File: config.mk
export PLATFORM = sky130hd
export DESIGN_NAME = smab_div
export DESIGN_NICKNAME = d
export VERILOG_FILES = /design/src/rtl/smab_pkg.sv /design/src/rtl/smab_div.sv
export SDC_FILE = /design/constraint.sdc
export NUM_CORES = 1
export LEC_CHECK = 0
export BUFFER_PORTS_ARGS = -buffer_cell sky130_fd_sc_hd__clkbuf_2
export CAP_MARGIN = 0
export CELL_PAD_IN_SITES_DETAIL_PLACEMENT = 1
export CELL_PAD_IN_SITES_GLOBAL_PLACEMENT = 2
export CORE_UTILIZATION = 39
export DETAILED_ROUTE_END_ITERATION = 10
export PLACE_DENSITY = 0.88
export SYNTH_ARGS = -nofsm -noshare
export SYNTH_HDL_FRONTEND = slang
export SYNTH_SLANG_ARGS = --single-unit
File: constraint.sdc
create_clock -name clk -period 6.68 [get_ports clk]
set_clock_uncertainty 0.05 [all_clocks]
set_input_delay 0 -clock clk [delete_from_list [all_inputs] [get_ports clk]]
set_output_delay 0 -clock clk [all_outputs]
set_load 0.005 [all_outputs]
File: src/rtl/smab_pkg.sv
// smab_pkg: widths, constants, register codes and the dimension clamp
// for the scaled matte alpha blend block; no dependencies
`default_nettype none

package smab_pkg;

  // field widths
  localparam int MADDR_W  = 12;
  localparam int CHAN_W   = 8;
  localparam int CNT_W    = 13;
  localparam int OFF_W    = 13;
  localparam int DIM_W    = 14;
  localparam int STRIDE_W = 13;
  localparam int CFG_W    = 14;
  localparam int CFG_IDX_W = 3;

  // scaled position: count * span stays below 2**26, and so does offset + quotient
  localparam int QUO_W = 26;
  localparam int POS_W = 26;
  // byte address of the matte read: pos * stride + pos
  localparam int ADR_W = POS_W + STRIDE_W + 1;

  localparam logic [DIM_W-1:0] MAX_DIM = 14'd8192;

  // blend arithmetic
  localparam logic [CHAN_W-1:0] FULL_ALPHA = 8'd255;
  localparam logic [15:0]       ROUND_ADD  = 16'd127;
  // x / 255 == (x * 32897) >> 23 for every x below 66052
  localparam logic [16:0]       RECIP_255  = 17'd32897;
  localparam int                RECIP_SHIFT = 23;

  typedef enum logic [CFG_IDX_W-1:0] {
    REG_MATTE_DEPTH = 3'd0,
    REG_COL_OFFSET  = 3'd1,
    REG_ROW_OFFSET  = 3'd2,
    REG_SPAN_WIDTH  = 3'd3,
    REG_SPAN_HEIGHT = 3'd4,
    REG_OUT_WIDTH   = 3'd5,
    REG_OUT_HEIGHT  = 3'd6,
    REG_STRIDE      = 3'd7
  } cfg_reg_t;

  localparam logic OP_MATTE_WRITE = 1'b0;
  localparam logic OP_BLEND       = 1'b1;

  // dimensions are used in the range 1..MAX_DIM
  function automatic logic [DIM_W-1:0] clamp_dim(input logic [DIM_W-1:0] v);
    logic [DIM_W-1:0] r;
    if (v == '0) begin
      r = DIM_W'(1);
    end else if (v > MAX_DIM) begin
      r = MAX_DIM;
    end else begin
      r = v;
    end
    return r;
  endfunction

endpackage

`default_nettype wire

File: src/rtl/smab_div.sv
// smab_div: (count * span) / divisor by restoring division, one quotient bit
// per cycle; depends on smab_pkg
`default_nettype none

module smab_div (
  input  wire logic                          clk,
  input  wire logic                          rst_n,
  input  wire logic                          start,
  input  wire logic [smab_pkg::CNT_W-1:0]    count,
  input  wire logic [smab_pkg::DIM_W-1:0]    span,
  input  wire logic [smab_pkg::DIM_W-1:0]    divisor,
  output logic                               done,
  output logic      [smab_pkg::QUO_W-1:0]    quot
);

  localparam int QW     = smab_pkg::QUO_W;
  localparam int DW     = smab_pkg::DIM_W;
  localparam int STEP_W = $clog2(QW + 1);

  logic [smab_pkg::CNT_W+DW-1:0] prod;
  logic [QW-1:0]     nq_r, nq_nxt;
  logic [DW-1:0]     rem_r, rem_nxt;
  logic [DW-1:0]     div_r;
  logic [STEP_W-1:0] step_r;
  logic [DW:0]       trial;
  logic              ge;

  assign prod = count * span;

  // shift in the next dividend bit and subtract when it fits
  always_comb begin
    trial   = {rem_r, nq_r[QW-1]};
    ge      = trial >= {1'b0, div_r};
    rem_nxt = ge ? DW'(trial - {1'b0, div_r}) : trial[DW-1:0];
    nq_nxt  = {nq_r[QW-2:0], ge};
  end

  always_ff @(posedge clk) begin
    if (!rst_n) begin
      step_r <= '0;
    end else if (start) begin
      step_r <= STEP_W'(QW);
    end else if (step_r != '0) begin
      step_r <= step_r - STEP_W'(1);
    end
  end

  always_ff @(posedge clk) begin
    if (start) begin
      nq_r  <= prod[QW-1:0];
      rem_r <= '0;
      div_r <= divisor;
    end else if (step_r != '0) begin
      nq_r  <= nq_nxt;
      rem_r <= rem_nxt;
    end
  end

  assign done = (step_r == '0);
  assign quot = nq_r;

endmodule

`default_nettype wire

==> results.md <==
- Status: complete, no violations
- Required time worst endpoint: 6710 ps
- Peak supply drop: 0.0002926 V
- Synth Instances: 993
- Hpwl dp: 17.94 mm
- Largest net degree at the start of global routing: 60
- Placed Cells: 1310
- Count leader, synth: inv_1
- Die W: 154.2 µm
- Setup crit end kind: register
- Net count after synthesis: 1254
- P&R area growth vs syn: 10.76%
- Number of synthesized flops with an enable pin: 40
- Pin slew with the least headroom to its limit: 1144 ps
- Die Y: 154.2 µm
- Diode count: 0
- # port buffers: 70
- Fin crit period: 5314 ps
- Final ANT Viol Nets: 0
- CP Max Fanout: 13
- R2R depth: 9
- CORE AREA: 22710 µm²
- TNS Setup: 0 ps
- CP Class: input port to register
- Synth top cells by count: inv_1 (211), fa_1 (132), nand2_1 (120)
- Seq/Total Area, Yosys: 0.1750
- Die area: 23790 µm²
- Hold Crit Depth: 3
- Post-DR vias/cell: 5.131
- DRC Markers: 0
- Maxcap violations: 0
- Yosys warns: 0
- Total CTS buffers: 9
- Netlist cell types: 67
- Mapped cell area: 9037 µm²
- Fmax: 188.2 MHz
- Nets: 1312
- Slew headroom: 0.2354
- Rows: 55
- PD cells: 454.3 nW/µm²
- Arr. time, crit path: 5350 ps
- GR Overflow Total: 0
- Routability Congestion: 0.8167
- Max Slew Vio Count: 0
- Final hold viol count: 0
- Leak: 4.872 nW
- Initial antenna violation count: 0
- RSZ-0062 raised after global routing: false
- Clock tree sinks: 59
- IO Count: 71
- CTS tree: yes
- Max H-tree Level: 3
- Clock Pin Slew Worst Setup and Hold Paths: 50 ps
- First-pass GRT wire length: 37.88 mm
- Worst-Skew Late Latency: 330 ps
- DRT Pass-1 Iters: 4
- Clock Tree Buf Depth: 2
- Share of cells above drive strength 1: 0.1165
- Top-area cell type share of the netlist area: 0.2924
- Synth top area cells: fa_1 (29%), edfxtp_1 (13%), ha_1 (12%)
- Hold Path Class: input port to register
- Top FF cell, synth: edfxtp_1
- Largest area contributor in the netlist: fa_1
- #FFs+latches synth: 59
- Wirelength per Cell: 16.58 µm
- Fin crit share: 0.7955
- Post-Route WL: 22.23 mm
- Setup Fix Bufs, Post-CTS: 0
- Synth Area per Inst: 9.101 µm²
- # setup viols final: 0
- CTS root buf: clkbuf_16
- Vias in the first global route: 7795
- Crit path launch type: input port
- Async set or reset register ratio after synthesis: 0
- DR vias: 6881
- Final Non-Filler Cells: 1341
- Drt initial violations: 300
- Initial Util: 0.3980
- Gr usage total: 0.2023
[worst paths after layout]
path	slack, ps	startpoint	endpoint
max	1370	span[5]	quot[21]$_DFFE_PP_
min	260	span[0]	quot[0]$_DFFE_PP_
max reg2reg	3290	div_r[1]$_DFFE_PP_	rem_r[3]$_SDFFE_PP0N_
min reg2reg	450	rem_r[11]$_SDFFE_PP0N_	rem_r[11]$_SDFFE_PP0N_
[kinds of logic after synthesis]
kind of cell,count (synthesis),share of synthesized area
AO/OA/AOI/OAI,123,0.09456
adder cells (fa/ha/maj),217,0.4101
buffers and inverters,251,0.1055
flip-flops,59,0.1750
multiplexers,20,0.02464
XOR/XNOR,28,0.02714
AND/OR/NAND/NOR,295,0.1631
[per-layer routing]
layer | vias up | global-route usage | wire length [µm]
li1 | 3249 | - | -
met1 | 3520 | 0.2429 | 9669
met3 | 25 | 0.02270 | 410
met5 | - | 0 | 0
met4 | 0 | 0.04571 | 364
met2 | 87 | 0.3848 | 11790
[area by class of cell]
type	instances	area (µm²)
Clock buffer	10	229.0
Timing Repair Buffer	87	515.5
Tap cell	285	356.6
Sequential cell	59	1582
Multi-Input combinational cell	683	6502
Inverter	211	792.0
Clock inverter	6	32.53
Fill cell	2691	12700
[state kept, by name, summed over array words and instances, names as in the netlist]
register and flops:
quot 26, div_r 14, rem_r 14, step_r 5
[what timing repair did]
action / CTS / global route
resized for setup: 0 / 0
hold endpoints to repair: 19 / 0
hold buffers: 15 / 0
[cells in the final DEF (no fill, tap or decap), drive strengths merged, types with 21 or more instances in the layout]
| master | Yosys | routed |
|---|---|---|
| a21oi | 31 | 31 |
| and2 | 92 | 92 |
| clkbuf | 36 | 80 |
| edfxtp | 40 | 40 |
| fa | 132 | 132 |
| ha | 85 | 85 |
| inv | 211 | 211 |
| nand2 | 121 | 121 |
| nor2 | 33 | 33 |
| xnor2 | 21 | 21 |
[stage by stage]
step,hold WS (ps),instance area (µm²),utilization,setup slack (ps),power [W]
6_report,255.6,10010,0.4408,1366,0.004547
3_3_place_gp,128.0,9598,0.4226,1130,0.004032
4_1_cts,268.7,10010,0.4408,1362,0.004609
3_5_place_dp,128.9,9598,0.4226,1021,0.004150
2_1_floorplan,48.87,9037,-,1589,0.003313
5_1_grt,308.6,10010,0.4408,1099,0.005090
[critical path, stage by stage]
cell and delay (ps):
clkbuf_2 200, and2_1 230, fa_1 530, inv_1 50, fa_1 530, inv_1 60, fa_1 490, inv_1 50
fa_1 460, fa_1 540, inv_1 40, ha_1 350, nand3_1 90, o211ai_1 390, a22oi_1 260, a31oi_1 470
a31oi_1 180, xnor2_1 150, mux2_2 260
[power breakdown]
part | switching, W | internal [W]
Combinational | 0.00194 | 0.00150
Sequential | 0.0000972 | 0.000604
Clock | 0.000162 | 0.000246
Total | 0.00220 | 0.00235
No activity file was read; power rests on OpenSTA's default activity.
