**src/rtl/smab_pkg.sv**
```systemverilog
// smab_pkg: widths, constants, register codes and the dimension clamp
// for the scaled matte alpha blend block; no dependencies
`default_nettype none

package smab_pkg;

  // field widths
  localparam int MADDR_W  = 12;
  localparam int CHAN_W   = 8;
  localparam int CNT_W    = 13;
  localparam int OFF_W    = 13;
  localparam int DIM_W    = 14;
  localparam int STRIDE_W = 13;
  localparam int CFG_W    = 14;
  localparam int CFG_IDX_W = 3;

  // scaled position: count * span stays below 2**26, and so does offset + quotient
  localparam int QUO_W = 26;
  localparam int POS_W = 26;
  // byte address of the matte read: pos * stride + pos
  localparam int ADR_W = POS_W + STRIDE_W + 1;

  localparam logic [DIM_W-1:0] MAX_DIM = 14'd8192;

  // blend arithmetic
  localparam logic [CHAN_W-1:0] FULL_ALPHA = 8'd255;
  localparam logic [15:0]       ROUND_ADD  = 16'd127;
  // x / 255 == (x * 32897) >> 23 for every x below 66052
  localparam logic [16:0]       RECIP_255  = 17'd32897;
  localparam int                RECIP_SHIFT = 23;

  typedef enum logic [CFG_IDX_W-1:0] {
    REG_MATTE_DEPTH = 3'd0,
    REG_COL_OFFSET  = 3'd1,
    REG_ROW_OFFSET  = 3'd2,
    REG_SPAN_WIDTH  = 3'd3,
    REG_SPAN_HEIGHT = 3'd4,
    REG_OUT_WIDTH   = 3'd5,
    REG_OUT_HEIGHT  = 3'd6,
    REG_STRIDE      = 3'd7
  } cfg_reg_t;

  localparam logic OP_MATTE_WRITE = 1'b0;
  localparam logic OP_BLEND       = 1'b1;

  // dimensions are used in the range 1..MAX_DIM
  function automatic logic [DIM_W-1:0] clamp_dim(input logic [DIM_W-1:0] v);
    logic [DIM_W-1:0] r;
    if (v == '0) begin
      r = DIM_W'(1);
    end else if (v > MAX_DIM) begin
      r = MAX_DIM;
    end else begin
      r = v;
    end
    return r;
  endfunction

endpackage

`default_nettype wire

```
**src/rtl/smab_mix_lane.sv**
```systemverilog
// smab_mix_lane: one color channel of the blend, (s*a + d*(255-a) + 127) / 255
// in two register stages; depends on smab_pkg
`default_nettype none

module smab_mix_lane (
  input  wire logic                          clk,
  input  wire logic [smab_pkg::CHAN_W-1:0]   src,
  input  wire logic [smab_pkg::CHAN_W-1:0]   dst,
  input  wire logic [smab_pkg::CHAN_W-1:0]   alpha,
  output logic      [smab_pkg::CHAN_W-1:0]   res
);

  localparam int CW = smab_pkg::CHAN_W;

  logic [15:0]   src_term, dst_term, sum_nxt;
  logic [15:0]   sum_r;
  logic [32:0]   scaled;
  logic [CW-1:0] res_r;

  always_comb begin
    src_term = src * alpha;
    dst_term = dst * (smab_pkg::FULL_ALPHA - alpha);
    sum_nxt  = src_term + dst_term + smab_pkg::ROUND_ADD;
  end

  // divide by 255 through the reciprocal
  assign scaled = sum_r * smab_pkg::RECIP_255;

  always_ff @(posedge clk) begin
    sum_r <= sum_nxt;
    res_r <= scaled[smab_pkg::RECIP_SHIFT +: CW];
  end

  assign res = res_r;

endmodule

`default_nettype wire

```
**config.mk**
```make
export PLATFORM = sky130hd
export DESIGN_NAME = smab_mix_lane
export DESIGN_NICKNAME = d
export VERILOG_FILES = /design/src/rtl/smab_pkg.sv /design/src/rtl/smab_mix_lane.sv
export SDC_FILE = /design/constraint.sdc
export NUM_CORES = 1
export LEC_CHECK = 0
export BUFFER_PORTS_ARGS = -buffer_cell sky130_fd_sc_hd__buf_2
export CAP_MARGIN = 20
export CORE_MARGIN = 4
export CORE_UTILIZATION = 35
export DETAILED_ROUTE_END_ITERATION = 10
export MAX_ROUTING_LAYER = met4
export PLACE_DENSITY = 0.62
export SLEW_MARGIN = 20
export SYNTH_ARGS = -nofsm -noshare
export SYNTH_HDL_FRONTEND = slang
export SYNTH_SLANG_ARGS = --single-unit
```
**constraint.sdc**
```tcl
create_clock -name clk -period 15.5 [get_ports clk]
set_clock_uncertainty 0.05 [all_clocks]
set_input_delay 3.1 -clock clk [delete_from_list [all_inputs] [get_ports clk]]
set_output_delay 3.1 -clock clk [all_outputs]
set_load 0.02 [all_outputs]
```
==> impl_metrics.xml <==
<?xml version="1.0" encoding="UTF-8"?>
<metrics>
  <group name="timing">
    <metric name="finalSetupViolCount" unit="">0</metric>
    <metric name="final_max_slew_viol_count" unit="">0</metric>
    <metric name="setup_repair_after_global_routing_missed_its_margin" unit="">false</metric>
    <metric name="final_critical_path_setup_slack" unit="ns">7.50</metric>
    <metric name="layout_min_cycle_time" unit="ns">8.00</metric>
    <metric name="portion_of_the_clock_cycle_consumed_by_the_worst_path_in_the_final_layout" unit="">0.516</metric>
    <metric name="tightestPinTransition" unit="ns">0.537</metric>
    <metric name="slew-limit-headroom" unit="">0.637</metric>
    <metric name="tns" unit="ns">0</metric>
    <metric name="timing.fmax" unit="GHz">0.125</metric>
    <metric name="final-hold-violation-count" unit="">0</metric>
  </group>
  <group name="layout">
    <metric name="seq_area" unit="um^2">480</metric>
    <metric name="layout_common_cells" unit="">137 x inv_1, 125 x ha_1, 102 x fa_1</metric>
    <metric name="fillers" unit="">1764</metric>
    <metric name="flow.area_growth_from_synthesis" unit="%">7.90</metric>
    <metric name="drive_above_1_share" unit="">0.0574</metric>
    <metric name="most_frequent_standard_cell_in_the_layout_excluding_fill_and_tap_cells" unit="">inv_1</metric>
    <metric name="design.final.nets" unit="">932</metric>
    <metric name="finish.cell_count_without_fillers" unit="">904</metric>
    <metric name="area_occupied_by_multi_input_gates" unit="um^2">5210</metric>
    <metric name="antenna_diode_count" unit="">0</metric>
  </group>
  <group name="clocking">
    <metric name="cts_hold_buf" unit="">0</metric>
    <metric name="ctsResizeCount" unit="">0</metric>
    <metric name="clk_transition_reported_paths" unit="ns">0.06</metric>
    <metric name="cts_setup_buffers" unit="">0</metric>
    <metric name="cts_num_sinks" unit="">24</metric>
    <metric name="tritoncts_clock_tree" unit="">built</metric>
    <metric name="clock_tree.buffer_depth" unit="">2</metric>
    <metric name="cts.htree.levels" unit="">1</metric>
    <metric name="cts-buffers-inserted" unit="">3</metric>
    <metric name="cts-root-buf" unit="">clkbuf_16</metric>
    <metric name="clock_latency_late_sink" unit="ns">0.26</metric>
  </group>
  <group name="floorplan">
    <metric name="start_util" unit="">0.359</metric>
    <metric name="dieArea" unit="um^2">20100</metric>
    <metric name="core.rowCount" unit="">48</metric>
    <metric name="placeableCoreArea" unit="um^2">17400</metric>
    <metric name="io_pins" unit="">33</metric>
    <metric name="die_height" unit="um">142</metric>
    <metric name="die_w" unit="um">142</metric>
  </group>
  <group name="logic_synthesis">
    <metric name="synth_cells" unit="">656</metric>
    <metric name="synthesis.area" unit="um^2">6250</metric>
    <metric name="synth.lib_cells_used.distinct" unit="">46</metric>
    <metric name="synth_sequential_area_ratio" unit="">0.0768</metric>
    <metric name="ys_dominant_reg_cell" unit="">dfxtp_1</metric>
    <metric name="synth_nets" unit="">908</metric>
    <metric name="postSynthRegisterBits" unit="">24</metric>
    <metric name="synth-warning-count" unit="">0</metric>
    <metric name="syn_area_per_cell" unit="um^2">9.53</metric>
    <metric name="postSynth.asyncResetShare" unit="">0</metric>
    <metric name="synth_enable_flop_cells" unit="">0</metric>
  </group>
  <group name="worst_setup_path">
    <metric name="rr_startpoint" unit="">sum_r[13]</metric>
    <metric name="max_stage_delay" unit="ns">0.54</metric>
    <metric name="setup.worst_path.start" unit="">alpha[7]</metric>
    <metric name="slowest_stage" unit="">fa_1</metric>
    <metric name="setup.worst_path.start_class" unit="">input port</metric>
    <metric name="timing.critical_path.max_delay_family" unit="">adder cells</metric>
    <metric name="worstSetupEndpointType" unit="">flip-flop</metric>
    <metric name="cp_num_buf_inv" unit="">5</metric>
    <metric name="worst-endpoint-arrival" unit="ns">8.09</metric>
    <metric name="critical_path.most_common_cell" unit="">fa_1</metric>
    <metric name="crit_type" unit="">input port to flip-flop</metric>
    <metric name="timing.critical_path.required" unit="ns">15.60</metric>
    <metric name="cell_breakdown_of_the_critical_path" unit="">buf_2 &gt; and2_1 &gt; fa_1 &gt; inv_1 &gt; fa_1 &gt; inv_1 &gt; fa_1 &gt; fa_1 &gt; fa_1 &gt; inv_1 &gt; fa_1 &gt; inv_1 &gt; ha_1 &gt; a21oi_1 &gt; nor2b_1 &gt; nor2_1 &gt; a31oi_1 &gt; a311oi_1 &gt; xnor2_1</metric>
    <metric name="worstPathMaxFanout" unit="">16</metric>
  </group>
  <group name="placement">
    <metric name="finalWeightedCongestion" unit="">0.820</metric>
    <metric name="hpwlAfterDp" unit="um">10500</metric>
    <metric name="numPortBuffers" unit="">32</metric>
    <metric name="dp_cells" unit="">900</metric>
    <metric name="dp_slack" unit="ns">7.24</metric>
  </group>
  <group name="worst_hold_path">
    <metric name="hp-class" unit="">flip-flop to flip-flop</metric>
    <metric name="hold_path_startpoint" unit="">sum_r[15]</metric>
  </group>
  <group name="route">
    <metric name="drc_errors" unit="">0</metric>
    <metric name="wire_per_inst" unit="um">13.4</metric>
    <metric name="routed_via_density" unit="">4.66</metric>
    <metric name="remaining_antenna_violation_count" unit="">0</metric>
    <metric name="drt_initial_violations" unit="">141</metric>
    <metric name="via_count" unit="">4209</metric>
    <metric name="drt_first_pass_iters" unit="">4</metric>
    <metric name="drt_wl_total" unit="um">12200</metric>
  </group>
  <group name="run_status">
    <metric name="run_status" unit="">finished clean</metric>
  </group>
  <group name="grt">
    <metric name="maximum_number_of_pins_on_one_net_before_global_route_repair" unit="">17</metric>
    <metric name="first_pass_grt_wire_length" unit="um">21200</metric>
    <metric name="antenna_found_initial" unit="">0</metric>
    <metric name="grtUsageTotal" unit="">0.132</metric>
    <metric name="vias_in_the_first_global_route" unit="">4412</metric>
    <metric name="gr-total-overflow" unit="">0</metric>
  </group>
  <group name="run">
    <metric name="drv_cap" unit="">0</metric>
  </group>
</metrics>
[worst paths after layout]
kind,end,slack [ns],depth (start not counted)
worst max-delay path,sum_r[15],7.50,19
worst min-delay path,res[7],0.48,1
worst max register to register,res[4],12.05,11
worst min register to register,res[7],0.48,1
[metal layers]
metal | GRT usage | routed length (um) | vias to the layer above
li1 | - | - | 2111
met1 | 0.179 | 5850 | 2011
met2 | 0.217 | 5810 | 79
met3 | 0.0155 | 383 | 8
met5 | - | 0 | -
met4 | 0.0197 | 108 | 0
[stage by stage]
step / utilization / area (um^2) / hold slack, ns
final: 0.388 / 6750 / 0.483
after CTS: 0.388 / 6750 / 0.485
after floorplan: - / 6250 / 0.412
after global routing: 0.388 / 6750 / 0.494
after detailed placement: 0.381 / 6640 / 0.476
after global placement: 0.381 / 6640 / 0.476
[state kept, by name (all words and copies together), names as in the netlist]
name,cells
res,8
sum_r,16
[cells by family after synthesis]
kind of cell,share of synthesized area
AO/OA/AOI/OAI,0.0654
XOR/XNOR,0.0294
adder cells (fa/ha/maj),0.577
buffers and inverters,0.0906
flip-flops,0.0768
multiplexers,0.00240
AND/OR/NAND/NOR,0.159
[cell usage after synthesis (8+ instances only)]
| cell type | count | share of area |
|---|---|---|
| ha_1 | 125 | 0.25 |
| dfxtp_1 | 24 | 0.077 |
| a21o_1 | 11 | 0.013 |
| a21oi_1 | 13 | 0.010 |
| xnor2_1 | 15 | 0.021 |
| fa_1 | 102 | 0.33 |
| clkbuf_1 | 10 | 0.0060 |
| and2_1 | 40 | 0.040 |
| nor2b_1 | 41 | 0.041 |
| nand2_1 | 38 | 0.023 |
| nand2b_1 | 27 | 0.027 |
| inv_1 | 137 | 0.082 |
| nor2_1 | 8 | 0.0048 |
[cell type report]
cell class	instances	share of cell area
clock inverter	1	0.00445
tap	225	0.0417
sequential	24	0.0712
clock buffer	3	0.0111
timing repair buffer	32	0.0237
multi-input combinational	482	0.772
inverter	137	0.0762
Power is not shown: default switching activity piles up to over one toggle a cycle in this logic, so the estimate is an artifact.
